===== config.mk =====
export PLATFORM = sky130hd
export DESIGN_NAME = multi_axis_step_pulse_generator
export DESIGN_NICKNAME = d
export VERILOG_FILES = /design/src/design/msp_pkg.sv /design/src/design/msp_chan_engine.sv /design/src/design/multi_axis_step_pulse_generator.sv
export SDC_FILE = /design/constraint.sdc
export NUM_CORES = 2
export LEC_CHECK = 0
export BUFFER_PORTS_ARGS = -buffer_cell sky130_fd_sc_hd__buf_2
export CAP_MARGIN = 20
export CORE_UTILIZATION = 50
export DETAILED_ROUTE_END_ITERATION = 16
export PLACE_DENSITY_LB_ADDON = 0.12
export SYNTH_ARGS = -nofsm -noshare
export SYNTH_HDL_FRONTEND = slang
export SYNTH_SLANG_ARGS = --single-unit

===== constraint.sdc =====
create_clock -name i_clk -period 20.1 [get_ports i_clk]
set_clock_uncertainty 0.05 [all_clocks]
set_input_delay 6.03 -clock i_clk [delete_from_list [all_inputs] [get_ports i_clk]]
set_output_delay 6.03 -clock i_clk [all_outputs]
set_load 0.02 [all_outputs]

===== src/design/msp_pkg.sv =====
`timescale 1ns / 1ps
// Shared types and constants of the multi-axis step pulse generator.
package msp_pkg;

    localparam int MOTORS_DEF    = 8;
    localparam int FRAC_BITS_DEF = 30;
    localparam int TICK_BITS_DEF = 32;

    typedef enum logic [1:0] {
        FN_TICK  = 2'd0,
        FN_LOAD  = 2'd1,
        FN_START = 2'd2,
        FN_HALT  = 2'd3
    } t_func;

    typedef enum logic [1:0] {
        ST_IDLE,
        ST_SCAN,
        ST_DRAIN
    } t_state;

    // One word of the channel memory.
    typedef struct packed {
        logic [31:0] steps_left;
        logic [31:0] rate;
        logic [31:0] rate_delta;
        logic [31:0] decel_step;
        logic [31:0] plateau;
        logic [31:0] accumulator;
    } t_chan;

endpackage


===== src/design/msp_chan_engine.sv =====
`timescale 1ns / 1ps
// Channel memory with the two-stage rate/accumulator read-modify-write pipeline.
module msp_chan_engine
    import msp_pkg::*;
#(
    parameter int MOTORS    = MOTORS_DEF,
    parameter int FRAC_BITS = FRAC_BITS_DEF,
    parameter int TICK_BITS = TICK_BITS_DEF,
    localparam int IW       = (MOTORS > 1) ? $clog2(MOTORS) : 1
) (
    input  logic                 i_clk,
    input  logic                 i_rst_n,
    input  logic                 i_wr_en,
    input  logic [IW-1:0]        i_wr_idx,
    input  t_chan                i_wr_chan,
    input  logic [TICK_BITS-1:0] i_wr_event,
    input  logic                 i_rd_en,
    input  logic [IW-1:0]        i_rd_idx,
    input  logic [MOTORS-1:0]    i_live,
    input  logic [MOTORS-1:0]    i_stops,
    input  logic [TICK_BITS-1:0] i_tick_now,
    input  logic [TICK_BITS-1:0] i_accel_end,
    input  logic [TICK_BITS-1:0] i_decel_start,
    input  logic [TICK_BITS-1:0] i_block_ticks,
    output logic [MOTORS-1:0]    o_stop_hit,
    output logic [MOTORS-1:0]    o_step_hit,
    output logic [MOTORS-1:0]    o_empty_hit,
    output logic                 o_busy
);

    localparam logic [31:0] STEP_UNIT = 32'd1 << FRAC_BITS;

    t_chan                r_mem     [MOTORS];
    logic [TICK_BITS-1:0] r_evt_mem [MOTORS];

    t_chan                r_q;
    logic [TICK_BITS-1:0] r_q_evt;
    logic                 r_rd_vld;
    logic [IW-1:0]        r_rd_idx;

    t_chan                r_s2, n_s2;
    logic [TICK_BITS-1:0] r_s2_evt, n_s2_evt;
    logic                 r_s2_vld;
    logic [IW-1:0]        r_s2_idx;

    logic                 w_live, w_stop, w_go;
    logic [31:0]          w_acc_sum;
    logic                 w_fire, w_empty;
    t_chan                w_wb;
    logic                 w_we;
    logic [IW-1:0]        w_widx;
    t_chan                w_wdata;
    logic [TICK_BITS-1:0] w_wevt;

    // Stage 1: rate update and phase switch.
    always_comb begin
        w_live   = r_rd_vld && i_live[r_rd_idx];
        w_stop   = w_live && i_stops[r_rd_idx];
        w_go     = w_live && !w_stop;
        n_s2     = r_q;
        n_s2_evt = r_q_evt;
        n_s2.rate = r_q.rate + r_q.rate_delta;
        if (i_tick_now == r_q_evt) begin
            if (i_tick_now == i_accel_end) begin
                n_s2.rate_delta = '0;
                if (i_decel_start < i_block_ticks) begin
                    n_s2_evt = i_decel_start;
                    if (i_tick_now != i_decel_start) begin
                        n_s2.rate = r_q.plateau;
                    end
                end
            end
            if (i_tick_now == i_decel_start) begin
                n_s2.rate_delta = r_q.decel_step;
            end
        end
        // non-positive rate forces a step
        if (n_s2.rate == '0 || n_s2.rate[31]) begin
            n_s2.accumulator = STEP_UNIT;
            n_s2.rate        = '0;
        end
    end

    // Stage 2: accumulate, step, write back.
    always_comb begin
        w_acc_sum = r_s2.accumulator + r_s2.rate;
        w_fire    = |w_acc_sum[31:FRAC_BITS];
        w_wb      = r_s2;
        if (w_fire) begin
            w_wb.accumulator = w_acc_sum - STEP_UNIT;
            w_wb.steps_left  = r_s2.steps_left - 32'd1;
        end else begin
            w_wb.accumulator = w_acc_sum;
        end
        w_empty = w_fire && (r_s2.steps_left == 32'd1);
    end

    // Load writes only while the pipeline is empty.
    always_comb begin
        w_we    = r_s2_vld || i_wr_en;
        w_widx  = r_s2_vld ? r_s2_idx : i_wr_idx;
        w_wdata = r_s2_vld ? w_wb : i_wr_chan;
        w_wevt  = r_s2_vld ? r_s2_evt : i_wr_event;
    end

    always_comb begin
        o_stop_hit  = '0;
        o_step_hit  = '0;
        o_empty_hit = '0;
        if (w_stop) begin
            o_stop_hit[r_rd_idx] = 1'b1;
        end
        if (r_s2_vld && w_fire) begin
            o_step_hit[r_s2_idx] = 1'b1;
        end
        if (r_s2_vld && w_empty) begin
            o_empty_hit[r_s2_idx] = 1'b1;
        end
    end

    assign o_busy = r_rd_vld || r_s2_vld;

    always_ff @(posedge i_clk) begin
        if (w_we) begin
            r_mem[w_widx]     <= w_wdata;
            r_evt_mem[w_widx] <= w_wevt;
        end
        if (i_rd_en) begin
            r_q     <= r_mem[i_rd_idx];
            r_q_evt <= r_evt_mem[i_rd_idx];
        end
    end

    always_ff @(posedge i_clk) begin
        r_rd_idx <= i_rd_idx;
        r_s2_idx <= r_rd_idx;
        r_s2     <= n_s2;
        r_s2_evt <= n_s2_evt;
    end

    always_ff @(posedge i_clk) begin
        if (!i_rst_n) begin
            r_rd_vld <= 1'b0;
            r_s2_vld <= 1'b0;
        end else begin
            r_rd_vld <= i_rd_en;
            r_s2_vld <= w_go;
        end
    end

endmodule


===== src/design/multi_axis_step_pulse_generator.sv =====
`timescale 1ns / 1ps
// Load, start and halt transactions: result strobe on the cycle after acceptance, busy stays low.
// Tick on a running block: busy while each scanned motor's channel is read in turn and the
// engine pipeline drains; only live, unstopped channels are written back; strobe as busy falls.
// A new transaction may be accepted in the strobe cycle; the receiver cannot stall results.
// Reset is synchronous, active low: control state clears, motors_in_use returns to 8.
// Channel memory is not cleared; a channel without its nonzero-steps flag is never used.
module multi_axis_step_pulse_generator
    import msp_pkg::*;
#(
    parameter int MOTORS    = MOTORS_DEF,
    parameter int FRAC_BITS = FRAC_BITS_DEF,
    parameter int TICK_BITS = TICK_BITS_DEF
) (
    input  logic               i_clk,
    input  logic               i_rst_n,
    input  logic               start,
    output logic               busy,
    input  logic               i_cfg_we,
    input  logic [3:0]         i_cfg_wdata,
    input  logic [1:0]         i_func,
    input  logic [2:0]         i_motor_index,
    input  logic               i_direction,
    input  logic [31:0]        i_steps_to_move,
    input  logic signed [31:0] i_start_rate,
    input  logic signed [31:0] i_accel_delta,
    input  logic signed [31:0] i_decel_delta,
    input  logic signed [31:0] i_plateau_rate,
    input  logic [31:0]        i_tick_a,
    input  logic [31:0]        i_tick_b,
    input  logic [31:0]        i_tick_c,
    input  logic [7:0]         i_stop_mask,
    output logic               o_strobe,
    output logic [7:0]         o_step_mask,
    output logic [7:0]         o_direction_mask,
    output logic [7:0]         o_moving_mask,
    output logic               o_block_done,
    output logic               o_running
);

    localparam int IW = (MOTORS > 1) ? $clog2(MOTORS) : 1;
    localparam int CW = $clog2(MOTORS + 1);

    // control state
    t_state               r_state, n_state;
    logic [IW-1:0]        r_idx, n_idx;
    logic [3:0]           r_miu;
    logic [MOTORS-1:0]    r_dir, n_dir;
    logic [MOTORS-1:0]    r_live, n_live;       // channel loaded with nonzero steps, not yet used up, stopped or halted
    logic [MOTORS-1:0]    r_moving, n_moving;
    logic [TICK_BITS-1:0] r_accel_end, n_accel_end;
    logic [TICK_BITS-1:0] r_decel_start, n_decel_start;
    logic [TICK_BITS-1:0] r_block_ticks, n_block_ticks;
    logic [TICK_BITS-1:0] r_tick_now, n_tick_now;
    logic                 r_active, n_active;
    logic                 r_strobe, n_strobe;

    // per-tick working values
    logic [MOTORS-1:0]    r_stops, n_stops;
    logic [MOTORS-1:0]    r_step_acc, n_step_acc;

    // result registers
    logic [MOTORS-1:0]    r_res_step, n_res_step;
    logic [MOTORS-1:0]    r_res_dir, n_res_dir;
    logic [MOTORS-1:0]    r_res_mov, n_res_mov;
    logic                 r_res_done, n_res_done;
    logic                 r_res_run, n_res_run;

    logic                 w_accept;
    t_func                w_func;
    logic [CW-1:0]        w_scanned;
    logic [MOTORS-1:0]    w_scan_mask;
    logic [MOTORS-1:0]    w_stops;
    logic [CW-1:0]        w_idx_ext, w_idx_nxt;
    logic                 w_ld_ok;
    logic [IW-1:0]        w_ld_idx;
    logic                 w_wr_en, w_rd_en;
    t_chan                w_wr_chan;
    logic [MOTORS-1:0]    w_stop_hit, w_step_hit, w_empty_hit;
    logic                 w_eng_busy;

    assign busy     = (r_state != ST_IDLE);
    assign w_accept = start && !busy;
    assign w_func   = t_func'(i_func);

    // register values above MOTORS scan all channels
    assign w_scanned = ({1'b0, r_miu} > 5'(MOTORS)) ? CW'(MOTORS) : CW'(r_miu);

    always_comb begin
        for (int m = 0; m < MOTORS; m++) begin
            w_scan_mask[m] = (CW'(m) < w_scanned);
        end
    end

    for (genvar g = 0; g < MOTORS; g++) begin : g_stops
        if (g < 8) begin : g_in
            assign w_stops[g] = i_stop_mask[g];
        end else begin : g_none
            assign w_stops[g] = 1'b0;
        end
    end

    assign w_idx_ext = CW'(r_idx);
    assign w_idx_nxt = w_idx_ext + CW'(1);

    // loads past the last channel are dropped
    assign w_ld_ok  = (int'(i_motor_index) < MOTORS);
    assign w_ld_idx = IW'(i_motor_index);

    always_comb begin
        w_wr_chan.steps_left  = i_steps_to_move;
        w_wr_chan.rate        = i_start_rate;
        w_wr_chan.rate_delta  = i_accel_delta;
        w_wr_chan.decel_step  = i_decel_delta;
        w_wr_chan.plateau     = i_plateau_rate;
        w_wr_chan.accumulator = '0;
    end

    msp_chan_engine #(
        .MOTORS    (MOTORS),
        .FRAC_BITS (FRAC_BITS),
        .TICK_BITS (TICK_BITS)
    ) u_engine (
        .i_clk         (i_clk),
        .i_rst_n       (i_rst_n),
        .i_wr_en       (w_wr_en),
        .i_wr_idx      (w_ld_idx),
        .i_wr_chan     (w_wr_chan),
        .i_wr_event    (i_tick_a[TICK_BITS-1:0]),
        .i_rd_en       (w_rd_en),
        .i_rd_idx      (r_idx),
        .i_live        (r_live),
        .i_stops       (r_stops),
        .i_tick_now    (r_tick_now),
        .i_accel_end   (r_accel_end),
        .i_decel_start (r_decel_start),
        .i_block_ticks (r_block_ticks),
        .o_stop_hit    (w_stop_hit),
        .o_step_hit    (w_step_hit),
        .o_empty_hit   (w_empty_hit),
        .o_busy        (w_eng_busy)
    );

    // Next state and result
    always_comb begin
        n_state       = r_state;
        n_idx         = r_idx;
        n_dir         = r_dir;
        n_accel_end   = r_accel_end;
        n_decel_start = r_decel_start;
        n_block_ticks = r_block_ticks;
        n_tick_now    = r_tick_now;
        n_active      = r_active;
        n_stops       = r_stops;
        n_strobe      = 1'b0;
        n_res_step    = r_res_step;
        n_res_dir     = r_res_dir;
        n_res_mov     = r_res_mov;
        n_res_done    = r_res_done;
        n_res_run     = r_res_run;
        w_wr_en       = 1'b0;
        w_rd_en       = 1'b0;

        // pipeline events: external stop, step, last step used up
        n_live     = r_live & ~(w_stop_hit | w_empty_hit);
        n_moving   = r_moving & ~(w_stop_hit | w_empty_hit);
        n_step_acc = r_step_acc | w_step_hit;

        case (r_state)
            ST_IDLE: begin
                if (w_accept) begin
                    n_strobe   = 1'b1;
                    n_res_step = '0;
                    n_res_done = 1'b0;
                    case (w_func)
                        FN_TICK: begin
                            // idle tick just reports state
                            if (r_active) begin
                                n_strobe   = 1'b0;
                                n_state    = ST_SCAN;
                                n_idx      = '0;
                                n_stops    = w_stops;
                                n_step_acc = '0;
                            end
                        end
                        FN_LOAD: begin
                            if (!r_active && w_ld_ok) begin
                                w_wr_en          = 1'b1;
                                n_live[w_ld_idx] = |i_steps_to_move;
                                if (|i_steps_to_move) begin
                                    n_dir[w_ld_idx] = i_direction;
                                end
                            end
                        end
                        FN_START: begin
                            if (!r_active) begin
                                n_accel_end   = i_tick_a[TICK_BITS-1:0];
                                n_decel_start = i_tick_b[TICK_BITS-1:0];
                                n_block_ticks = i_tick_c[TICK_BITS-1:0];
                                n_tick_now    = '0;
                                n_moving      = r_live & w_scan_mask;
                                n_active      = |(r_live & w_scan_mask);
                                // empty block finishes at once
                                n_res_done    = ~|(r_live & w_scan_mask);
                            end
                        end
                        FN_HALT: begin
                            n_res_done = r_active;
                            n_active   = 1'b0;
                            n_tick_now = '0;
                            n_moving   = '0;
                            n_live     = '0;
                        end
                        default: ;
                    endcase
                end
            end
            ST_SCAN: begin
                // one channel read per cycle
                w_rd_en = (w_idx_ext < w_scanned);
                if (w_idx_nxt >= w_scanned) begin
                    n_state = ST_DRAIN;
                end else begin
                    n_idx = r_idx + IW'(1);
                end
            end
            ST_DRAIN: begin
                if (!w_eng_busy) begin
                    n_strobe   = 1'b1;
                    n_res_step = n_step_acc;
                    n_tick_now = r_tick_now + TICK_BITS'(1);
                    n_res_done = 1'b0;
                    if ((n_moving & w_scan_mask) == '0) begin
                        n_tick_now = '0;
                        n_active   = 1'b0;
                        n_res_done = 1'b1;
                    end
                    n_state = ST_IDLE;
                end
            end
            default: n_state = ST_IDLE;
        endcase

        if (n_strobe) begin
            n_res_dir = n_dir;
            n_res_mov = n_moving & w_scan_mask;
            n_res_run = n_active;
        end
    end

    always_ff @(posedge i_clk) begin
        if (!i_rst_n) begin
            r_state       <= ST_IDLE;
            r_idx         <= '0;
            r_miu         <= 4'd8;
            r_dir         <= '0;
            r_live        <= '0;
            r_moving      <= '0;
            r_accel_end   <= '0;
            r_decel_start <= '0;
            r_block_ticks <= '0;
            r_tick_now    <= '0;
            r_active      <= 1'b0;
            r_strobe      <= 1'b0;
        end else begin
            r_state       <= n_state;
            r_idx         <= n_idx;
            if (i_cfg_we) begin
                r_miu <= i_cfg_wdata;
            end
            r_dir         <= n_dir;
            r_live        <= n_live;
            r_moving      <= n_moving;
            r_accel_end   <= n_accel_end;
            r_decel_start <= n_decel_start;
            r_block_ticks <= n_block_ticks;
            r_tick_now    <= n_tick_now;
            r_active      <= n_active;
            r_strobe      <= n_strobe;
        end
    end

    always_ff @(posedge i_clk) begin
        r_stops    <= n_stops;
        r_step_acc <= n_step_acc;
        r_res_step <= n_res_step;
        r_res_dir  <= n_res_dir;
        r_res_mov  <= n_res_mov;
        r_res_done <= n_res_done;
        r_res_run  <= n_res_run;
    end

    // result transaction
    assign o_strobe     = r_strobe;
    assign o_block_done = r_res_done;
    assign o_running    = r_res_run;

    for (genvar g = 0; g < 8; g++) begin : g_out
        if (g < MOTORS) begin : g_chan
            assign o_step_mask[g]      = r_res_step[g];
            assign o_direction_mask[g] = r_res_dir[g];
            assign o_moving_mask[g]    = r_res_mov[g];
        end else begin : g_none
            assign o_step_mask[g]      = 1'b0;
            assign o_direction_mask[g] = 1'b0;
            assign o_moving_mask[g]    = 1'b0;
        end
    end

endmodule


# Word level (Yosys, flattened, before mapping)
# Memory sizes are Yosys's and may differ from the RTL's. A register that Yosys moved wholly into a read port is not among the register bits.
# Cells that the tools add are included.
# Widths: inputs -> output; s select.
# word_totals
register_bits	437
latch_bits	0
ramBits	1792
mem_bits_ro	0
in_bits	278
out_inout_bits	28
memories	2
# memory_table
name	depth	word_bits	read_ports	rd_clocked_by_memory_dff	write_ports	line	rtl
u_engine.r_mem	8	192	1	1	1	msp_chan_engine.sv:33	t_chan r_mem [MOTORS];
u_engine.r_evt_mem	8	32	1	1	1	msp_chan_engine.sv:34	logic [TICK_BITS-1:0] r_evt_mem [MOTORS];
# classes
n_addsub	7
multipliers	0
n_div	0
order_cmp	18
n_eq_ne	18
shifts	0
n_mux	89
bitwise	9
reduce_logical	32
# ops
op	count
$mux 32	13
$mux 192	1
$mux 8	20
$mux 64	2
$pmux 32 s2	2
$eq 32x32->1	3
$add 32x32->32	2
$pmux 8 s2	3
$and 8x8->8	5
$add 32x1->32 const B	1
$eq 32x1->1 const B	1
$logic_not 32->1	1
$lt 32x32->1	1
$ne 32x32->1	1
$reduce_or 32->1	1
$sub 32x1->32 const B	1
$sub 32x31->32 const B	1
$mux 1	23
$bwmux 8	2
$lt 3x4->1 const A	4
$or 8x8->8	2
$mux 3	5
$reduce_and 5->1	3
$lt 3x4->1 const B	3
other kinds (33)	72

# Depth between registers and ports, before layout
# logic_depth
ltp_word	13
mapped_depth	17
depth_no_buf	15

# Hierarchy
# From an unflattened synthesis, not the netlist that was laid out.
# hier_totals
hier_cells	5492
area_unflattened_um2	97472.2
# by_module_without_submodules
module	n_inst	cells_each	area_each_um2	seq_area_each_um2
msp_chan_engine	1	4540	88910.3	65182.5
multi_axis_step_pulse_generator	1	952	8562.0	4444.3

# Least setup slack after synthesis
# OpenSTA, ideal clock, no wires.
# synth_path
kind	in2reg
startpoint	in i_func[1]
endpoint	mem u_engine.r_evt_mem[7][0] (netlist name) (enable)
setup_time_ps	813
t_arrival_ps	16139
path_slack_ps	3097
path_stages	5
path_buffers	1
path_cell_list	clkbuf_1 nand2b_1 nor3_1 a21boi_0 nor2_1
# synth_via
elab_chain_cells	7
# synth_lines
item	line	rtl
from (decl)	multi_axis_step_pulse_generator.sv:21	input logic [1:0] i_func,
$eq 2x1->1	multi_axis_step_pulse_generator.sv:175	case (w_func)
$mux 1	multi_axis_step_pulse_generator.sv:175	
$mux 1	multi_axis_step_pulse_generator.sv:171	if (w_accept) begin
$mux 1	multi_axis_step_pulse_generator.sv:169	case (r_state)
$logic_or 1x1->1	msp_chan_engine.sv:100	w_we = r_s2_vld || i_wr_en;
$mux 1	msp_chan_engine.sv:124	if (w_we) begin
$mux 1 (not written as such)	msp_chan_engine.sv:126	r_evt_mem[w_widx] <= w_wevt;
to (decl)	msp_chan_engine.sv:34	
# Every way passes these cells.

# Worst setup path after layout
# layout_path
startpoint	in i_func[1]
endpoint	mem u_engine.r_mem[7][105] (netlist name) (enable)
# layout_via
elab_chain_cells	7
# layout_lines
item	line	rtl
$eq 2x1->1	multi_axis_step_pulse_generator.sv:175	
$mux 1	multi_axis_step_pulse_generator.sv:175	
$mux 1	multi_axis_step_pulse_generator.sv:171	
$mux 1	multi_axis_step_pulse_generator.sv:169	
$logic_or 1x1->1	msp_chan_engine.sv:100	
$mux 1	msp_chan_engine.sv:124	
$mux 1 (not written as such)	msp_chan_engine.sv:125	r_mem[w_widx] <= w_wdata;
to (decl)	msp_chan_engine.sv:33	
# Every way passes these cells.

==> out/metrics.csv <==
stage,metric,value,unit
run_status,status,finished clean,
yosys,Syn Nets,6246,
yosys,#FFs+latches synth,2453,
power,Power Dens Cells,94.95,nW/um^2
timing,period utilization,46.20,%
yosys,Synth Area in Simple Gates,6.893,%
clock_tree,Post-CTS Setup Repair Bufs,0,
placed_design,number of port buffers,305,
flow_run,Max-Cap Viols,0,
detailed_routing,aggregate routed wire length,237200,microns
worst_setup_path,Required @ worst endpoint,20.51,ns
floorplan,die height,441.9,microns
power,Switch Pwr,2.072,mW
clock_tree,cts hold-fix bufs,0,
clock_tree,Skew-Pair Late Insertion Delay,0.86,ns
worst_setup_path,cell-by-cell trace of the critical path,buf_2 > nand2b_1 > nor3_1 > a21boi_0 > buf_4 > nor2_4 > buf_12 > buf_4 > buf_4,
placed_design,Place WS,9.984,ns
worst_setup_path,reg2reg end,u_engine.r_mem[7][187],
floorplan,Cell Rows,161,
worst_setup_path,"delay-heaviest family, CP",buffers and inverters,
layout,"Net count, final",6577,
detailed_routing,Initial DRC Count,4746,
power,Clk pwr share,44.6,%
timing,Slew HR,20.69,%
yosys,Synth Area in Adders,1.386,%
global_routing,first-pass GRT wire length,349200,microns
yosys,number of synthesized flops with an enable pin,2050,
yosys,Async SR Flop Fraction,0,%
global_routing,number of global-route vias before repair,52280,
worst_setup_path,"Slowest-stage cell, CP",buf_4,
clock_tree,Clock Pin Slew Worst Setup and Hold Paths,0.06,ns
placed_design,routability cong.,0.8993,
timing,final setup violation count,0,
yosys,Synth Cell Area,96760,sq um
worst_setup_path,worst reg-to-reg setup slack,13.88,ns
clock_tree,clk sinks,2453,
timing,final slew viol count,0,
yosys,top cell type by total area after synthesis,edfxtp_1,
timing,post-route setup slack,10.81,ns
power,VDD IR max,90.27,uV
layout,Synth-to-Final Area Change,13.05,%
clock_tree,H-tree levels,4,
yosys,Netlist cell types,74,
worst_setup_path,WP data arrival,9.69,ns
global_routing,GRT Util Overall,24.22,%
power,register share of total power,53.4,%
worst_setup_path,CP bufs+invs,5,
worst_setup_path,Worst Setup End Kind,register,
yosys,Post-Synth XOR/XNOR Area,1.756,%
worst_setup_path,Worst path most repeated cell,buf_4,
power,sw frac,19.95,%
floorplan,die area,195300,sq um
timing,fin crit period,9.287,ns
yosys,sequential area share after synthesis,71.96,%
yosys,Synth area leaders,"edfxtp_1 (64%), mux4_2 (10%), dfxtp_1 (8.3%), nand2_1 (3.8%), mux2_2 (2.4%)",
worst_setup_path,Crit Path Class,input port to register,
yosys,main combinational cell family by area after synthesis,multiplexers,
global_routing,largest net degree at the start of global routing,145,
worst_setup_path,Startpoint Class,input port,
yosys,Synth Area per Inst,16.51,sq um
power,Pint,8.314,mW
timing,unrepaired setup endpoints after global routing,no,
clock_tree,cts repair resizes,0,
timing,fmax,107.7,MHz
worst_setup_path,r2r startpoint,u_engine.r_s2[0],
global_routing,initial antenna violation count,20,
power,Leak,36.33,nW
worst_setup_path,crit path to,u_engine.r_mem[7][105],
floorplan,Core Footprint,192400,sq um
detailed_routing,First-pass DRT Iterations,6,
timing,TNS Setup,0,ns
placed_design,# placed instances,8477,
detailed_routing,vias,52060,
clock_tree,CTS tree,built,
worst_setup_path,Worst path depth,9,
layout,"commonest cells after routing, fill and taps aside","edfxtp_1 (2050), nand2_1 (979), mux4_2 (451)",
floorplan,I/O Pins,306,
power,Comb power frac,2.0,%
worst_setup_path,Worst Setup SP,i_func[1],
layout,fin util,56.86,%
layout,layout cells sized above 1,22.58,%
worst_setup_path,crit path max fanout,136,
placed_design,placed wire-length estimate,141400,microns
timing,Fin. Hold Viols,0,
detailed_routing,Post-DRT Antenna Nets,0,
timing,Worst Tran Pin Value,1.190,ns
worst_setup_path,max incr delay on CP,0.79,ns
detailed_routing,vias per inst,5.825,
yosys,top_reg_cell synth,edfxtp_1,
min_path,Hold Crit Class,register to register,
yosys,post-synthesis instance total,5862,
layout,"most common cell after layout, fill and taps aside",edfxtp_1,
detailed_routing,drc violations,0,
floorplan,Starting Density,50.30,%
layout,final cell count without fillers,8938,
global_routing,grt total ovfl,0,
floorplan,die width,441.9,microns
detailed_routing,Wirelength per Cell,26.54,microns
yosys,Synth Area in Compound Gates,3.416,%
worst_setup_path,worst reg-to-reg path cell count,15,
clock_tree,CTS Root Cell,clkbuf_16,
yosys,post-synthesis mux area share,13.17,%
yosys,total number of yosys warnings,0,
clock_tree,CTS Buffer Depth,3,
yosys,Synth top area share,63.62,%
clock_tree,total CTS buffers,240,
cell families after synthesis:
kind of cell,Yosys count
other,1
XOR/XNOR,194
buffers and inverters,359
AO/OA/AOI/OAI,527
AND/OR/NAND/NOR,1538
flip-flops,2453
adder cells (fa/ha/maj),106
multiplexers,684
layout make-up:
class | count | area, sq um
clock inverter | 127 | 1519
sequential | 2453 | 69640
antenna | 5 | 12.51
fill | 14840 | 82990
inverter | 68 | 264.0
tap | 2526 | 3161
clock buffer | 329 | 6686
multi-input combinational | 3050 | 25880
timing repair buffer | 380 | 2215
registers in the layout, indices dropped and copies added, names as in the netlist, 4 cells and up:
register / count
u_engine.r_s2_evt: 32
r_step_acc: 8
r_block_ticks: 32
r_tick_now: 32
o_moving_mask: 8
r_moving: 8
r_live: 8
r_decel_start: 32
r_miu: 4
u_engine.r_s2: 192
r_accel_end: 32
r_dir: 8
u_engine.r_mem: 1536
r_stops: 8
o_step_mask: 8
u_engine.r_q_evt: 32
u_engine.r_evt_mem: 256
u_engine.r_q: 96
u_engine.n_s2: 96
o_direction_mask: 8
layer usage:
metal  wire [microns]  global-route usage [%]
met1           104600                   34.66
met2           113600                   39.15
met3            13630                   3.695
met4             5328                   6.012
met5               68                       0
how the worst min path moves through the flow:
| stage | from | end | slack (ns) | cells after the start |
|---|---|---|---|---|
| after floorplan | u_engine.n_s2[160] | u_engine.r_s2[160] | 0.27 | 0 |
| after global placement | u_engine.n_s2[168] | u_engine.r_s2[168] | 0.27 | 0 |
| after detailed placement | u_engine.n_s2[185] | u_engine.r_s2[185] | 0.28 | 0 |
| after CTS | u_engine.n_s2[190] | u_engine.r_s2[190] | 0.29 | 0 |
| after global routing | u_engine.n_s2[190] | u_engine.r_s2[190] | 0.29 | 0 |
| final | u_engine.n_s2[176] | u_engine.r_s2[176] | 0.28 | 0 |
power groups by stage:
stage	Combinational, mW	Clock (mW)	Sequential, mW
4_1_cts	0.212	4.71	5.54
3_5_place_dp	0.211	0	5.65
6_report	0.209	4.64	5.54
2_1_floorplan	0.104	0	5.66
5_1_grt	0.228	4.90	5.54
3_3_place_gp	0.207	0	5.65
synthesized netlist by cell type, types with 9 or more instances:
master	number
a31oi_1	23
nor2b_1	33
nand2b_1	16
and3_1	22
a211o_1	9
buf_1	103
o21ai_0	65
mux4_2	451
dfxtp_1	403
nor2_1	184
xnor2_1	164
nor3b_1	9
nand4_1	44
ha_1	104
a22o_1	33
nand2_1	979
mux2_2	203
a21o_1	48
a21oi_1	231
o21bai_1	15
or3_1	11
nor4_1	36
clkbuf_1	184
xor2_1	30
edfxtp_1	2050
a211oi_1	11
mux2i_1	30
a21boi_0	9
nor3_1	43
or2_2	10
inv_1	66
nand3_1	47
o211ai_1	14
o21a_1	19
and2_1	82
stage by stage:
stage / cell area (sq um) / hold WS, ns / total power [mW]
2_1_floorplan: 96760 / 0.2733 / 5.760
3_3_place_gp: 101200 / 0.2741 / 5.855
3_5_place_dp: 101200 / 0.2769 / 5.861
4_1_cts: 109400 / 0.2880 / 10.47
5_1_grt: 109400 / 0.2939 / 10.67
6_report: 109400 / 0.2838 / 10.39
Power figures use the tool's default switching activity.
